--- config.mk ---
export PLATFORM = sky130hd
export DESIGN_NAME = falloff_curve_weight_flat
export DESIGN_NICKNAME = d
export VERILOG_FILES = /design/src/hw/rtl/fcw_pkg.sv /design/src/hw/rtl/fcw_in_if.sv /design/src/hw/rtl/fcw_out_if.sv /design/src/hw/rtl/falloff_curve_weight.sv /design/src/hw/rtl/fcw_div.sv /design/src/hw/rtl/fcw_sqrt.sv /design/src/flat_wrapper.sv
export SDC_FILE = /design/constraint.sdc
export NUM_CORES = 2
export LEC_CHECK = 0
export ABC_CLOCK_PERIOD_IN_PS = 23700
export BUFFER_PORTS_ARGS = -buffer_cell sky130_fd_sc_hd__buf_2
export CORE_UTILIZATION = 60
export CTS_BUF_LIST = sky130_fd_sc_hd__clkbuf_8 sky130_fd_sc_hd__clkbuf_16
export DETAILED_ROUTE_END_ITERATION = 10
export GPL_ROUTABILITY_DRIVEN = 0
export GPL_TIMING_DRIVEN = 0
export HOLD_SLACK_MARGIN = 0.06
export PLACE_DENSITY = 0.76
export SLEW_MARGIN = 20
export SYNTH_ARGS = -nofsm -noshare
export SYNTH_HDL_FRONTEND = slang
export SYNTH_SLANG_ARGS = --single-unit
--- constraint.sdc ---
create_clock -name i_clk -period 23.7 [get_ports i_clk]
set_input_delay 4.74 -clock i_clk [delete_from_list [all_inputs] [get_ports i_clk]]
set_output_delay 4.74 -clock i_clk [all_outputs]
set_load 0.05 [all_outputs]
--- src/hw/rtl/fcw_pkg.sv ---
// ----------------------------------------------------------------------------
// fcw_pkg: shared types and constants of the falloff curve weight block
// Field widths, register indexes, curve codes and fixed-point constants.
// ----------------------------------------------------------------------------
package fcw_pkg;

    localparam int RadiusW  = 16;
    localparam int HalfW    = 8;
    localparam int ModeW    = 3;
    localparam int SlotW    = 9;
    localparam int WeightW  = 16;
    localparam int CfgIdxW  = 2;
    localparam int CfgDataW = 16;
    localparam int QuotW    = 15;   // quotient bits below the overflow check
    localparam int RadW     = 32;   // square root operand
    localparam int RootW    = 16;
    localparam int UnitStg  = 4;    // stages of the divider and of the root unit

    typedef logic [SlotW-1:0]    t_slot;
    typedef logic [WeightW-1:0]  t_weight;
    typedef logic [RadiusW-1:0]  t_radius;
    typedef logic [HalfW-1:0]    t_half;
    typedef logic [ModeW-1:0]    t_mode;
    typedef logic [QuotW-1:0]    t_quot;
    typedef logic [RadW-1:0]     t_rad;
    typedef logic [RootW-1:0]    t_root;
    typedef logic [UnitStg-1:0]  t_unit_adv;

    // Register indexes of the configuration port
    localparam logic [CfgIdxW-1:0] CFG_RADIUS       = 2'd0;
    localparam logic [CfgIdxW-1:0] CFG_HALF_WIDTH   = 2'd1;
    localparam logic [CfgIdxW-1:0] CFG_FALLOFF_MODE = 2'd2;

    // Curve codes; the two unused codes act as linear
    localparam t_mode MODE_SMOOTH = 3'd0;
    localparam t_mode MODE_SPHERE = 3'd1;
    localparam t_mode MODE_ROOT   = 3'd2;
    localparam t_mode MODE_SHARP  = 3'd3;
    localparam t_mode MODE_LINEAR = 3'd4;
    localparam t_mode MODE_INV_SQ = 3'd5;

    localparam t_radius RADIUS_RST     = 16'd256;
    localparam t_half   HALF_WIDTH_RST = 8'd1;
    localparam t_mode   MODE_RST       = MODE_LINEAR;

    localparam t_half   MAX_HALF_WIDTH = 8'd255;

    localparam t_weight ONE_Q15 = 16'h8000;

endpackage

--- src/hw/rtl/fcw_in_if.sv ---
// ----------------------------------------------------------------------------
// fcw_in_if: slot channel
// Valid/ready channel that carries one table slot per transfer.
// ----------------------------------------------------------------------------
interface fcw_in_if import fcw_pkg::*; ();
    logic  valid;
    logic  ready;
    t_slot slot_index;

    modport source (output valid, output slot_index, input ready);
    modport sink   (input valid, input slot_index, output ready);
endinterface

--- src/hw/rtl/fcw_out_if.sv ---
// ----------------------------------------------------------------------------
// fcw_out_if: weight channel
// Valid/ready channel that carries one shaped weight per transfer.
// ----------------------------------------------------------------------------
interface fcw_out_if import fcw_pkg::*; ();
    logic    valid;
    logic    ready;
    t_weight weight;
    logic    slot_error;

    modport source (output valid, output weight, output slot_error, input ready);
    modport sink   (input valid, input weight, input slot_error, output ready);
endinterface

--- src/hw/rtl/falloff_curve_weight.sv ---
// ----------------------------------------------------------------------------
// falloff_curve_weight: one tap of a feather falloff table
// Slot in, shaped Q1.15 closeness weight out, through a twelve-stage pipeline.
// ----------------------------------------------------------------------------
//
//   channel   direction  payload                         handshake
//   --------  ---------  ------------------------------  ----------------
//   i_in      in         slot_index[8:0]                 valid / ready
//   o_out     out        weight[15:0], slot_error        valid / ready
//   i_cfg_*   in         index[1:0], data[15:0]          write enable only
//
// One slot can transfer in every cycle while the output is not stalled.
// The depth is set by the four-stage divider (15 quotient bits) and the
// four-stage square root unit (16 root bits), plus entry, closeness, product
// and output stages.
// Reset clears every valid bit and loads radius 1.0, half-width 1, linear.
// A stage holds while the stage after it is full and stalled; empty stages
// fill up, so the input stays ready until the whole pipeline is full and the output is stalled.
// ----------------------------------------------------------------------------
module falloff_curve_weight import fcw_pkg::*; (
    input  logic                i_clk,
    input  logic                i_rst_n,
    input  logic                i_cfg_we,
    input  logic [CfgIdxW-1:0]  i_cfg_idx,
    input  logic [CfgDataW-1:0] i_cfg_data,
    fcw_in_if.sink              i_in,
    fcw_out_if.source           o_out
);

    // Stage map: 0 entry, 1-4 divider, 5 closeness, 6 products,
    // 7-10 root (smooth/sharp/inverse square/linear ride alongside), 11 output.
    localparam int NStg   = 12;
    localparam int DivLo  = 1;
    localparam int CloStg = DivLo + UnitStg;
    localparam int MulStg = CloStg + 1;
    localparam int SqLo   = MulStg + 1;
    localparam int OutStg = SqLo + UnitStg;

    // ---------------- configuration registers ----------------
    t_radius r_radius;
    t_half   r_half_width;
    t_mode   r_falloff_mode;

    always_ff @(posedge i_clk) begin
        if (!i_rst_n) begin
            r_radius       <= RADIUS_RST;
            r_half_width   <= HALF_WIDTH_RST;
            r_falloff_mode <= MODE_RST;
        end else if (i_cfg_we) begin
            unique case (i_cfg_idx)
                CFG_RADIUS:       r_radius       <= i_cfg_data[RadiusW-1:0];
                CFG_HALF_WIDTH:   r_half_width   <= i_cfg_data[HalfW-1:0];
                CFG_FALLOFF_MODE: r_falloff_mode <= i_cfg_data[ModeW-1:0];
                default: ;  // drop writes beyond the register list
            endcase
        end
    end

    // ---------------- stage flow control ----------------
    logic [NStg-1:0] r_v;
    logic [NStg-1:0] r_err;
    logic [NStg-1:0] w_adv;

    // A stage takes new data when it is empty or its content moves on
    always_comb begin
        w_adv[NStg-1] = !r_v[NStg-1] || o_out.ready;
        for (int k = NStg - 2; k >= 0; k--) begin
            w_adv[k] = !r_v[k] || w_adv[k+1];
        end
    end

    assign i_in.ready = w_adv[0];

    always_ff @(posedge i_clk) begin
        if (!i_rst_n) begin
            r_v <= '0;
        end else begin
            for (int k = 0; k < NStg; k++) begin
                if (w_adv[k]) begin
                    r_v[k] <= (k == 0) ? i_in.valid : r_v[k-1];
                end
            end
        end
    end

    // ---------------- stage 0: slot check and tap distance ----------------
    t_half   w_hw;
    t_slot   w_hw_ext;
    logic    w_err;
    t_slot   w_dist_full;
    t_half   r_dist;

    always_comb begin
        w_hw        = (r_half_width > MAX_HALF_WIDTH) ? MAX_HALF_WIDTH : r_half_width;
        w_hw_ext    = {1'b0, w_hw};
        w_err       = i_in.slot_index > {w_hw, 1'b0};
        w_dist_full = (i_in.slot_index >= w_hw_ext) ? (i_in.slot_index - w_hw_ext)
                                                    : (w_hw_ext - i_in.slot_index);
    end

    // Error flag travels with the item through every stage
    always_ff @(posedge i_clk) begin
        for (int k = 0; k < NStg; k++) begin
            if (w_adv[k]) begin
                r_err[k] <= (k == 0) ? w_err : r_err[k-1];
            end
        end
        if (w_adv[0]) begin
            r_dist <= w_dist_full[HalfW-1:0];
        end
    end

    // ---------------- stages 1-4: |d| / radius ----------------
    t_quot w_quot;
    logic  w_ovf;

    fcw_div u_div (
        .i_clk    (i_clk),
        .i_adv    (w_adv[DivLo +: UnitStg]),
        .i_dist   (r_dist),
        .i_radius (r_radius),
        .o_quot   (w_quot),
        .o_ovf    (w_ovf)
    );

    // ---------------- stage 5: linear closeness ----------------
    t_weight r_c5;

    always_ff @(posedge i_clk) begin
        if (w_adv[CloStg]) begin
            if (r_radius == '0) begin
                r_c5 <= ONE_Q15;
            end else if (w_ovf) begin
                r_c5 <= '0;       // offset at or beyond the radius
            end else begin
                r_c5 <= ONE_Q15 - {1'b0, w_quot};
            end
        end
    end

    // ---------------- stage 6: c*c and c*(2-c) ----------------
    logic [31:0] w_c2_full;
    logic [32:0] w_p_full;
    t_weight     r_c6;
    logic [30:0] r_c2;
    logic [30:0] r_p;

    assign w_c2_full = 32'(r_c5) * 32'(r_c5);
    assign w_p_full  = 33'(r_c5) * 33'(17'h10000 - {1'b0, r_c5});

    always_ff @(posedge i_clk) begin
        if (w_adv[MulStg]) begin
            r_c6 <= r_c5;
            r_c2 <= w_c2_full[30:0];
            r_p  <= w_p_full[30:0];
        end
    end

    // ---------------- stages 7-10: square root curves ----------------
    t_rad  w_radicand;
    t_root w_root;

    assign w_radicand = (r_falloff_mode == MODE_SPHERE) ? {1'b0, r_p}
                                                       : {1'b0, r_c6, 15'h0000};

    fcw_sqrt u_sqrt (
        .i_clk      (i_clk),
        .i_adv      (w_adv[SqLo +: UnitStg]),
        .i_radicand (w_radicand),
        .o_root     (w_root)
    );

    // ---------------- stage 7 side path: polynomial curves ----------------
    logic [47:0] w_sm_full;
    logic [47:0] w_sm_rnd;
    logic [31:0] w_sharp_rnd;
    logic [31:0] w_inv_rnd;
    t_weight     w_poly;
    t_weight     r_poly [UnitStg];

    always_comb begin
        // smooth: c^2 * (3 - 2c), rounded back to Q1.15
        w_sm_full   = 48'(r_c2) * 48'(17'h18000 - {r_c6, 1'b0});
        w_sm_rnd    = w_sm_full + 48'h0000_2000_0000;
        w_sharp_rnd = {1'b0, r_c2} + 32'h0000_4000;
        w_inv_rnd   = {1'b0, r_p} + 32'h0000_4000;
        case (r_falloff_mode)
            MODE_SMOOTH: w_poly = w_sm_rnd[45:30];
            MODE_SHARP:  w_poly = w_sharp_rnd[30:15];
            MODE_INV_SQ: w_poly = w_inv_rnd[30:15];
            default:     w_poly = r_c6;
        endcase
    end

    always_ff @(posedge i_clk) begin
        for (int k = 0; k < UnitStg; k++) begin
            if (w_adv[SqLo + k]) begin
                r_poly[k] <= (k == 0) ? w_poly : r_poly[k-1];
            end
        end
    end

    // ---------------- stage 11: output register ----------------
    t_weight r_weight;

    always_ff @(posedge i_clk) begin
        if (w_adv[OutStg]) begin
            if (r_err[OutStg-1]) begin
                r_weight <= '0;
            end else begin
                case (r_falloff_mode) inside
                    MODE_SPHERE, MODE_ROOT: r_weight <= w_root;
                    default:                r_weight <= r_poly[UnitStg-1];
                endcase
            end
        end
    end

    assign o_out.valid      = r_v[OutStg];
    assign o_out.weight     = r_weight;
    assign o_out.slot_error = r_err[OutStg];

    // ---------------- checks ----------------
    a_in_enters: assert property (@(posedge i_clk) disable iff (!i_rst_n)
        i_in.valid && i_in.ready |=> r_v[0])
        else $error("transferred slot did not enter the pipeline");

    a_err_zero: assert property (@(posedge i_clk) disable iff (!i_rst_n)
        o_out.valid && o_out.slot_error |-> o_out.weight == '0)
        else $error("slot beyond the table gave a nonzero weight");

    a_weight_range: assert property (@(posedge i_clk) disable iff (!i_rst_n)
        o_out.valid |-> o_out.weight <= ONE_Q15)
        else $error("weight above 1.0");

    a_zero_radius: assert property (@(posedge i_clk) disable iff (!i_rst_n)
        o_out.valid && !o_out.slot_error && r_radius == '0 &&
        r_falloff_mode == MODE_LINEAR |-> o_out.weight == ONE_Q15)
        else $error("zero radius did not give full weight");

endmodule

--- src/hw/rtl/fcw_div.sv ---
// ----------------------------------------------------------------------------
// fcw_div: pipelined restoring divider
// Computes (dist << 23) / radius in four stages; flags quotients of 2^15 and up.
// ----------------------------------------------------------------------------
module fcw_div import fcw_pkg::*; (
    input  logic      i_clk,
    input  t_unit_adv i_adv,
    input  t_half     i_dist,
    input  t_radius   i_radius,
    output t_quot     o_quot,
    output logic      o_ovf
);

    typedef struct packed {
        t_radius rem;
        t_quot   quot;
    } t_div_st;

    function automatic t_div_st div_step(t_div_st s, t_radius r);
        logic [RadiusW:0] t;
        t_div_st          o;
        t = {s.rem, 1'b0};
        if (t >= {1'b0, r}) begin
            t      = t - {1'b0, r};
            o.quot = {s.quot[QuotW-2:0], 1'b1};
        end else begin
            o.quot = {s.quot[QuotW-2:0], 1'b0};
        end
        o.rem = t[RadiusW-1:0];
        return o;
    endfunction

    t_div_st r_st  [UnitStg];
    logic    r_ovf [UnitStg];
    t_div_st n_st  [UnitStg];

    // First stage: overflow check plus three quotient bits, then four per stage
    always_comb begin
        t_div_st s;
        s.rem  = {i_dist, 8'h00};
        s.quot = '0;
        for (int i = 0; i < 3; i++) begin
            s = div_step(s, i_radius);
        end
        n_st[0] = s;
        for (int k = 1; k < UnitStg; k++) begin
            s = r_st[k-1];
            for (int i = 0; i < 4; i++) begin
                s = div_step(s, i_radius);
            end
            n_st[k] = s;
        end
    end

    always_ff @(posedge i_clk) begin
        if (i_adv[0]) begin
            r_st[0]  <= n_st[0];
            r_ovf[0] <= ({i_dist, 8'h00} >= i_radius);
        end
        for (int k = 1; k < UnitStg; k++) begin
            if (i_adv[k]) begin
                r_st[k]  <= n_st[k];
                r_ovf[k] <= r_ovf[k-1];
            end
        end
    end

    assign o_quot = r_st[UnitStg-1].quot;
    assign o_ovf  = r_ovf[UnitStg-1];

endmodule

--- src/hw/rtl/fcw_sqrt.sv ---
// ----------------------------------------------------------------------------
// fcw_sqrt: pipelined integer square root
// Digit-by-digit root of a 32-bit operand, four result bits per stage.
// ----------------------------------------------------------------------------
module fcw_sqrt import fcw_pkg::*; (
    input  logic      i_clk,
    input  t_unit_adv i_adv,
    input  t_rad      i_radicand,
    output t_root     o_root
);

    typedef struct packed {
        t_rad           x;
        t_root          root;
        logic [RootW:0] rem;
    } t_sq_st;

    function automatic t_sq_st sq_step(t_sq_st s);
        logic [RootW+2:0] w;
        logic [RootW+2:0] trial;
        t_sq_st           o;
        w     = {s.rem, s.x[RadW-1:RadW-2]};
        trial = {1'b0, s.root, 2'b01};
        o.x   = {s.x[RadW-3:0], 2'b00};
        if (w >= trial) begin
            w      = w - trial;
            o.root = {s.root[RootW-2:0], 1'b1};
        end else begin
            o.root = {s.root[RootW-2:0], 1'b0};
        end
        o.rem = w[RootW:0];
        return o;
    endfunction

    t_sq_st r_st [UnitStg];
    t_sq_st n_st [UnitStg];

    always_comb begin
        t_sq_st s;
        for (int k = 0; k < UnitStg; k++) begin
            if (k == 0) begin
                s.x    = i_radicand;
                s.root = '0;
                s.rem  = '0;
            end else begin
                s = r_st[k-1];
            end
            for (int i = 0; i < 4; i++) begin
                s = sq_step(s);
            end
            n_st[k] = s;
        end
    end

    always_ff @(posedge i_clk) begin
        for (int k = 0; k < UnitStg; k++) begin
            if (i_adv[k]) begin
                r_st[k] <= n_st[k];
            end
        end
    end

    assign o_root = r_st[UnitStg-1].root;

endmodule
--- src/flat_wrapper.sv ---
// flat-port wrapper written by rule: the top's interface ports become plain ports
module falloff_curve_weight_flat import fcw_pkg::*;
  (i_clk, i_rst_n, i_cfg_we, i_cfg_idx, i_cfg_data, i_in_valid, i_in_slot_index, i_in_ready, o_out_valid, o_out_weight, o_out_slot_error, o_out_ready);
  fcw_in_if i_in_i ();
  fcw_out_if o_out_i ();
  input  logic i_clk;
  input  logic i_rst_n;
  input  logic i_cfg_we;
  input  logic [CfgIdxW-1:0] i_cfg_idx;
  input  logic [CfgDataW-1:0] i_cfg_data;
  input wire logic [$bits(i_in_i.valid)-1:0] i_in_valid;
  input wire logic [$bits(i_in_i.slot_index)-1:0] i_in_slot_index;
  output wire logic [$bits(i_in_i.ready)-1:0] i_in_ready;
  output wire logic [$bits(o_out_i.valid)-1:0] o_out_valid;
  output wire logic [$bits(o_out_i.weight)-1:0] o_out_weight;
  output wire logic [$bits(o_out_i.slot_error)-1:0] o_out_slot_error;
  input wire logic [$bits(o_out_i.ready)-1:0] o_out_ready;
  assign i_in_i.valid = i_in_valid;
  assign i_in_i.slot_index = i_in_slot_index;
  assign i_in_ready = i_in_i.ready;
  assign o_out_valid = o_out_i.valid;
  assign o_out_weight = o_out_i.weight;
  assign o_out_slot_error = o_out_i.slot_error;
  assign o_out_i.ready = o_out_ready;
  falloff_curve_weight u_core (.i_clk(i_clk), .i_rst_n(i_rst_n), .i_cfg_we(i_cfg_we), .i_cfg_idx(i_cfg_idx), .i_cfg_data(i_cfg_data), .i_in(i_in_i), .o_out(o_out_i));
endmodule
==> Word-level counts from Yosys, hierarchy flattened <==
Memory sizes are Yosys's and may differ from the RTL's.
Cells that the tools add are included.
{ "op_classes": {"n_mux": 84, "order_cmp": 35, "eq_ne": 6, "multipliers": 3, "addsub": 39, "n_reduce_logical": 32} }
{ "ops": {"columns": ["cell", "n"], "rows": [
  ["$mux W16", 17],
  ["$mux W17", 16],
  ["$ge A17 B16 Y1", 15],
  ["$sub A16 B16 Y16", 15],
  ["$ge A19 B18 Y1", 12],
  ["$sub A17 B17 Y17", 12],
  ["$add A31 B15 Y31 const B", 2],
  ["$mul A31 B48 Y46", 1],
  ["$pmux W16 S3", 1],
  ["$mux W1", 47],
  ["$add A46 B30 Y46 const B", 1],
  ["$mul A16 B33 Y31", 1],
  ["$mul A16 B16 Y31", 1],
  ["$mux W31", 1],
  ["$ge A19 B3 Y1", 1],
  ["$ge A19 B4 Y1", 1],
  ["$ge A19 B5 Y1", 1],
  ["$sub A17 B16 Y18 const A", 1],
  ["$sub A17 B17 Y18 const A", 1],
  ["$sub A17 B3 Y17", 1],
  ["$sub A17 B4 Y17", 1],
  ["$sub A17 B5 Y17", 1],
  ["$ge A16 B16 Y1", 1],
  ["$logic_not A16 Y1", 1],
  ["other kinds (19)", 47]
]} }
{ "word_totals": {"register_bits": 169, "input_bits": 32, "elab_cells": 237, "mem_count": 4, "ramBits": 420, "output_inout_bits": 19} }
{ "memory_table": {"columns": ["memory", "depth", "word_bits", "rd", "rd_clocked_by_memory_dff", "write_ports", "line_no", "source"], "rows": [
  ["u_core.u_sqrt.r_st", 4, 57, 4, 0, 4, "fcw_sqrt.sv:35", "t_sq_st r_st [UnitStg];"],
  ["u_core.u_div.r_st", 4, 31, 4, 0, 4, "fcw_div.sv:33", "t_div_st r_st [UnitStg];"],
  ["u_core.r_poly", 4, 16, 4, 0, 4, "falloff_curve_weight.sv:179", "t_weight r_poly [UnitStg];"],
  ["u_core.u_div.r_ovf", 4, 1, 4, 0, 4, "fcw_div.sv:34", "logic r_ovf [UnitStg];"]
]} }

==> Logic depth before layout (Yosys ltp) <==
{ "depth": {"depth_word": 14, "mapped_depth": 69, "depth_no_buf": 64} }

==> Modules after synthesis <==
A second synthesis with hierarchy kept.
{ "hier_totals": {"hier_cells": 7942, "area_unflattened_um2": 72339.4} }
{ "by_module_without_submodules": {"columns": ["module", "n_inst", "area_each_um2", "cells_per_inst"], "rows": [
  ["falloff_curve_weight", 1, 42221.7, 4404],
  ["fcw_div", 1, 15608.7, 1862],
  ["fcw_sqrt", 1, 14508.9, 1676]
]} }

==> Least setup slack after synthesis <==
OpenSTA, ideal clock, no wires.
{ "synth_timing": {"path_type": "register -> register", "startpoint": "reg u_core.r_radius[1]", "endpoint": "mem u_core.u_div.r_st[2][21] (netlist bit) (data pin)", "period_less_slack_ps": 13335, "path_slack_ps": 10365, "path_buffers": 6, "path_stages_with_launch": 63, "arrival_ps": 13076, "path_cell_list": "dfxtp_1 > inv_1 > ha_1 > nor2b_1 > o21ai_0 > a21boi_0 > o21ai_0 > a21boi_0 > o21ai_0 > a21boi_0 > o21ai_0 > a211oi_1 > o41a_1 > nor2_1 > clkbuf_1 > mux2_2 > ha_1 > o21ai_0 > (+27 left out) > nor2_1 > ha_1 > nor2b_1 > o21ai_0 > a21boi_0 > o21ai_0 > a21boi_0 > o21ai_0 > a21boi_0 > o21ai_0 > a21boi_0 > o21ai_0 > a21boi_0 > o31a_1 > o41ai_1 > nand2_1 > clkbuf_1 > mux2_2"} }
{ "synth_lines": {"columns": ["item", "line_no", "source"], "rows": [
  ["start: declaration", "falloff_curve_weight.sv:40", "t_radius r_radius;"],
  ["start signal: assignment", "falloff_curve_weight.sv:51", "CFG_RADIUS: r_radius <= i_cfg_data[RadiusW-1:0];"],
  ["end: declaration", "fcw_div.sv:33", null]
]} }

==> results_dict.tcl <==
set metrics [dict create \
    status "finished, final reports clean" \
    numPortBuffers 49 \
    drive_gt1_share_pct 4.912 \
    cts_setup_buffers 0 \
    holdPathStages 0 \
    required_ns 24.07 \
    stdcell_count 9656 \
    ant_nets 0 \
    tns_ns 0 \
    wl_um 192400 \
    worstHoldStart "u_core.u_sqrt.r_st[0][40]" \
    synth_edf_count 418 \
    grt_pass1_wl_um 309300 \
    rsz0062_at_grt "false" \
    clockRootBuffer "clkbuf_16" \
    die_w_um 350.9 \
    period_share_pct 76.11 \
    hp-class "reg2reg" \
    clock_skew_ns 0.02721 \
    grt_pass1_vias 58680 \
    yosysMostFrequentCell "inv_1" \
    holdPathEnd "u_core.u_sqrt.r_st[1][48]" \
    yosysWarnings 0 \
    clock_latency_ns 0.64 \
    period_needed_ns 18.04 \
    regToRegSetupSlack_ns 5.66 \
    slew_headroom_pct 20.69 \
    synth_common_cells "inv_1, fa_1, nand2_1" \
    ys_types 101 \
    synth_seq_cells 457 \
    cts_sinks 457 \
    cp.arrival_ns 18.41 \
    rr_worst_depth 64 \
    routed_via_density 5.942 \
    post_cts_resize_count 0 \
    critPathKind "reg2reg" \
    drc 0 \
    grt_overflow 0 \
    clk_pin_slew_worst_paths_ns 0.06 \
    finalSetupViolations 0 \
    dpl.hpwl_um 156600 \
    slowest_stage "o41ai_1" \
    first_pass_iters 7 \
    area_growth_pct 5.587 \
    grt_usage_pct 31.94 \
    dp_cells 9562 \
    wl_per_cell_um 19.93 \
    start_util_pct 60.73 \
    core_sq_um 120300 \
    max_stage_delay_ns 0.78 \
    crit_top_cell "o21ai_0" \
    max-cap-violations 0 \
    cp_max_fo 18 \
    ys_seq_area_share_pct 18.25 \
    grt_max_degree 59 \
    synth.largest_area_cell "fa_1" \
    cts_tree "yes" \
    via_count 57370 \
    io_pins 51 \
    ctsHoldBuffers 0 \
    clk_path_buf_depth 3 \
    nets 9757 \
    drtIter0Drc 5191 \
    reg2reg_to "u_core.u_div.r_st[2][28]" \
    clock.fmax_mhz 55.44 \
    die_h_um 350.9 \
    synth_top_area_share_pct 26.47 \
    endpoint_kind "flip-flop" \
    syn_avg_cell_area_sq_um 9.286 \
    r2r-start "u_core.r_radius[1]" \
    worst_slew_pin_slew_ns 1.188 \
    synthTopCellsByArea "fa_1, edfxtp_1, ha_1" \
    start_kind "flip-flop" \
    cts_buffers 50 \
    syn_area_sq_um 73050 \
    ys_async_sr_fraction_pct 0 \
    yosys_most_used_dff "edfxtp_1" \
    die_area_sq_um 123200 \
    row_count 127 \
    antenna_found_initial 5 \
    syn_inst 7867 \
    hold_viol_final 0 \
    h-tree-depth 2 \
    drv_slew 0 \
]
## logic make-up after synthesis
group / after synthesis / share of synthesized area [%]
other cells: 2 / 0.01028
buf+inv: 1577 / 8.137
fa+ha+maj: 1723 / 39.44
compound gates: 1169 / 10.47
flops: 457 / 18.25
xor+xnor: 371 / 4.448
mux: 249 / 3.713
simple gates: 2319 / 15.53
## worst max path at each step
stage | from | to | slack [ns] | cells past startpoint
after CTS | u_core.r_radius[1] | u_core.u_div.r_st[2][28] | 6.14 | 64
after detailed placement | u_core.r_radius[1] | u_core.u_div.r_st[2][28] | 6.21 | 64
after floorplan | u_core.r_radius[1] | u_core.u_div.r_st[2][21] | 10.36 | 62
after global placement | u_core.r_radius[1] | u_core.u_div.r_st[2][28] | 6.74 | 64
after global routing | u_core.r_radius[1] | u_core.u_div.r_st[2][28] | 4.30 | 64
final | u_core.r_radius[1] | u_core.u_div.r_st[2][28] | 5.66 | 64
## cells in the final DEF (no fill, tap or decap), types with 42 or more instances in the layout
| cell | n |
|---|---|
| and3_1 | 48 |
| mux2_2 | 176 |
| a21o_1 | 123 |
| and2_1 | 233 |
| ha_1 | 756 |
| nand3_1 | 91 |
| fa_1 | 966 |
| edfxtp_1 | 418 |
| clkbuf_1 | 232 |
| inv_1 | 1306 |
| xnor2_1 | 264 |
| a21boi_0 | 90 |
| buf_2 | 56 |
| o21ai_0 | 290 |
| nor2_1 | 491 |
| o21a_1 | 56 |
| nand2_1 | 765 |
| mux2i_1 | 73 |
| a21oi_1 | 274 |
| a211oi_1 | 42 |
| nand2b_1 | 225 |
| nor2b_1 | 102 |
| nand4_1 | 63 |
| nor3_1 | 114 |
| clkbuf_16 | 50 |
| xor2_1 | 107 |
| o31ai_1 | 48 |
## sequential cells by signal, summed over array words and instances (netlist names)
name,cells
u_core.r_falloff_mode,3
u_core.u_sqrt.r_st,139
u_core.o_out.weight,16
u_core.r_p,31
u_core.u_div.r_st,84
u_core.u_div.r_ovf,4
u_core.r_dist,8
u_core.r_radius,16
u_core.r_half_width,8
u_core.r_err,12
u_core.r_c2,29
u_core.r_poly,64
u_core.r_c5,16
u_core.r_v,12
u_core.r_c6,15
## critical path, delay by kind of cell, from the launching register on
| family | cells | cell delay, ns |
|---|---|---|
| adders and majority gates | 4 | 1.57 |
| DFF | 1 | 0.53 |
| muxes | 2 | 0.83 |
| and+or+nand+nor | 7 | 1.68 |
| AOI/OAI and AO/OA | 44 | 9.97 |
| buffers and inverters | 7 | 3.15 |
## per-stage QoR
stage | hold slack, ns | instance area, sq um | worst slack (ns) | util [%]
final | 0.4138 | 77140 | 5.662 | 64.12
after global routing | 0.4228 | 77130 | 4.305 | 64.12
after CTS | 0.4136 | 77130 | 6.141 | 64.12
after detailed placement | 0.4045 | 75550 | 6.211 | 62.80
after global placement | 0.4009 | 75420 | 6.740 | 62.70
after floorplan | 0.4003 | 73160 | 10.36 | -
## layout make-up
class                           instances  area, sq um
Buffer                                270         1039
Clock buffer                           51         1265
Clock inverter                         41        320.3
Timing Repair Buffer                   54        345.3
Sequential cell                       457        13330
Fill cell                            9760        43150
Tap cell                             1612         2017
Inverter                             1307         4911
Multi-Input combinational cell       5862        53900
Antenna cell                            2        5.005
## routing by layer
metal,GRT usage [%],up-vias,wire (um)
li1,-,26120,-
met1,41.17,28100,76310
met2,51.93,2523,89090
met3,5.283,629,15740
met4,16.34,6,11220
met5,0,-,78
Power is not shown: default switching activity piles up to over one toggle a cycle in this logic, so the estimate is an artifact.
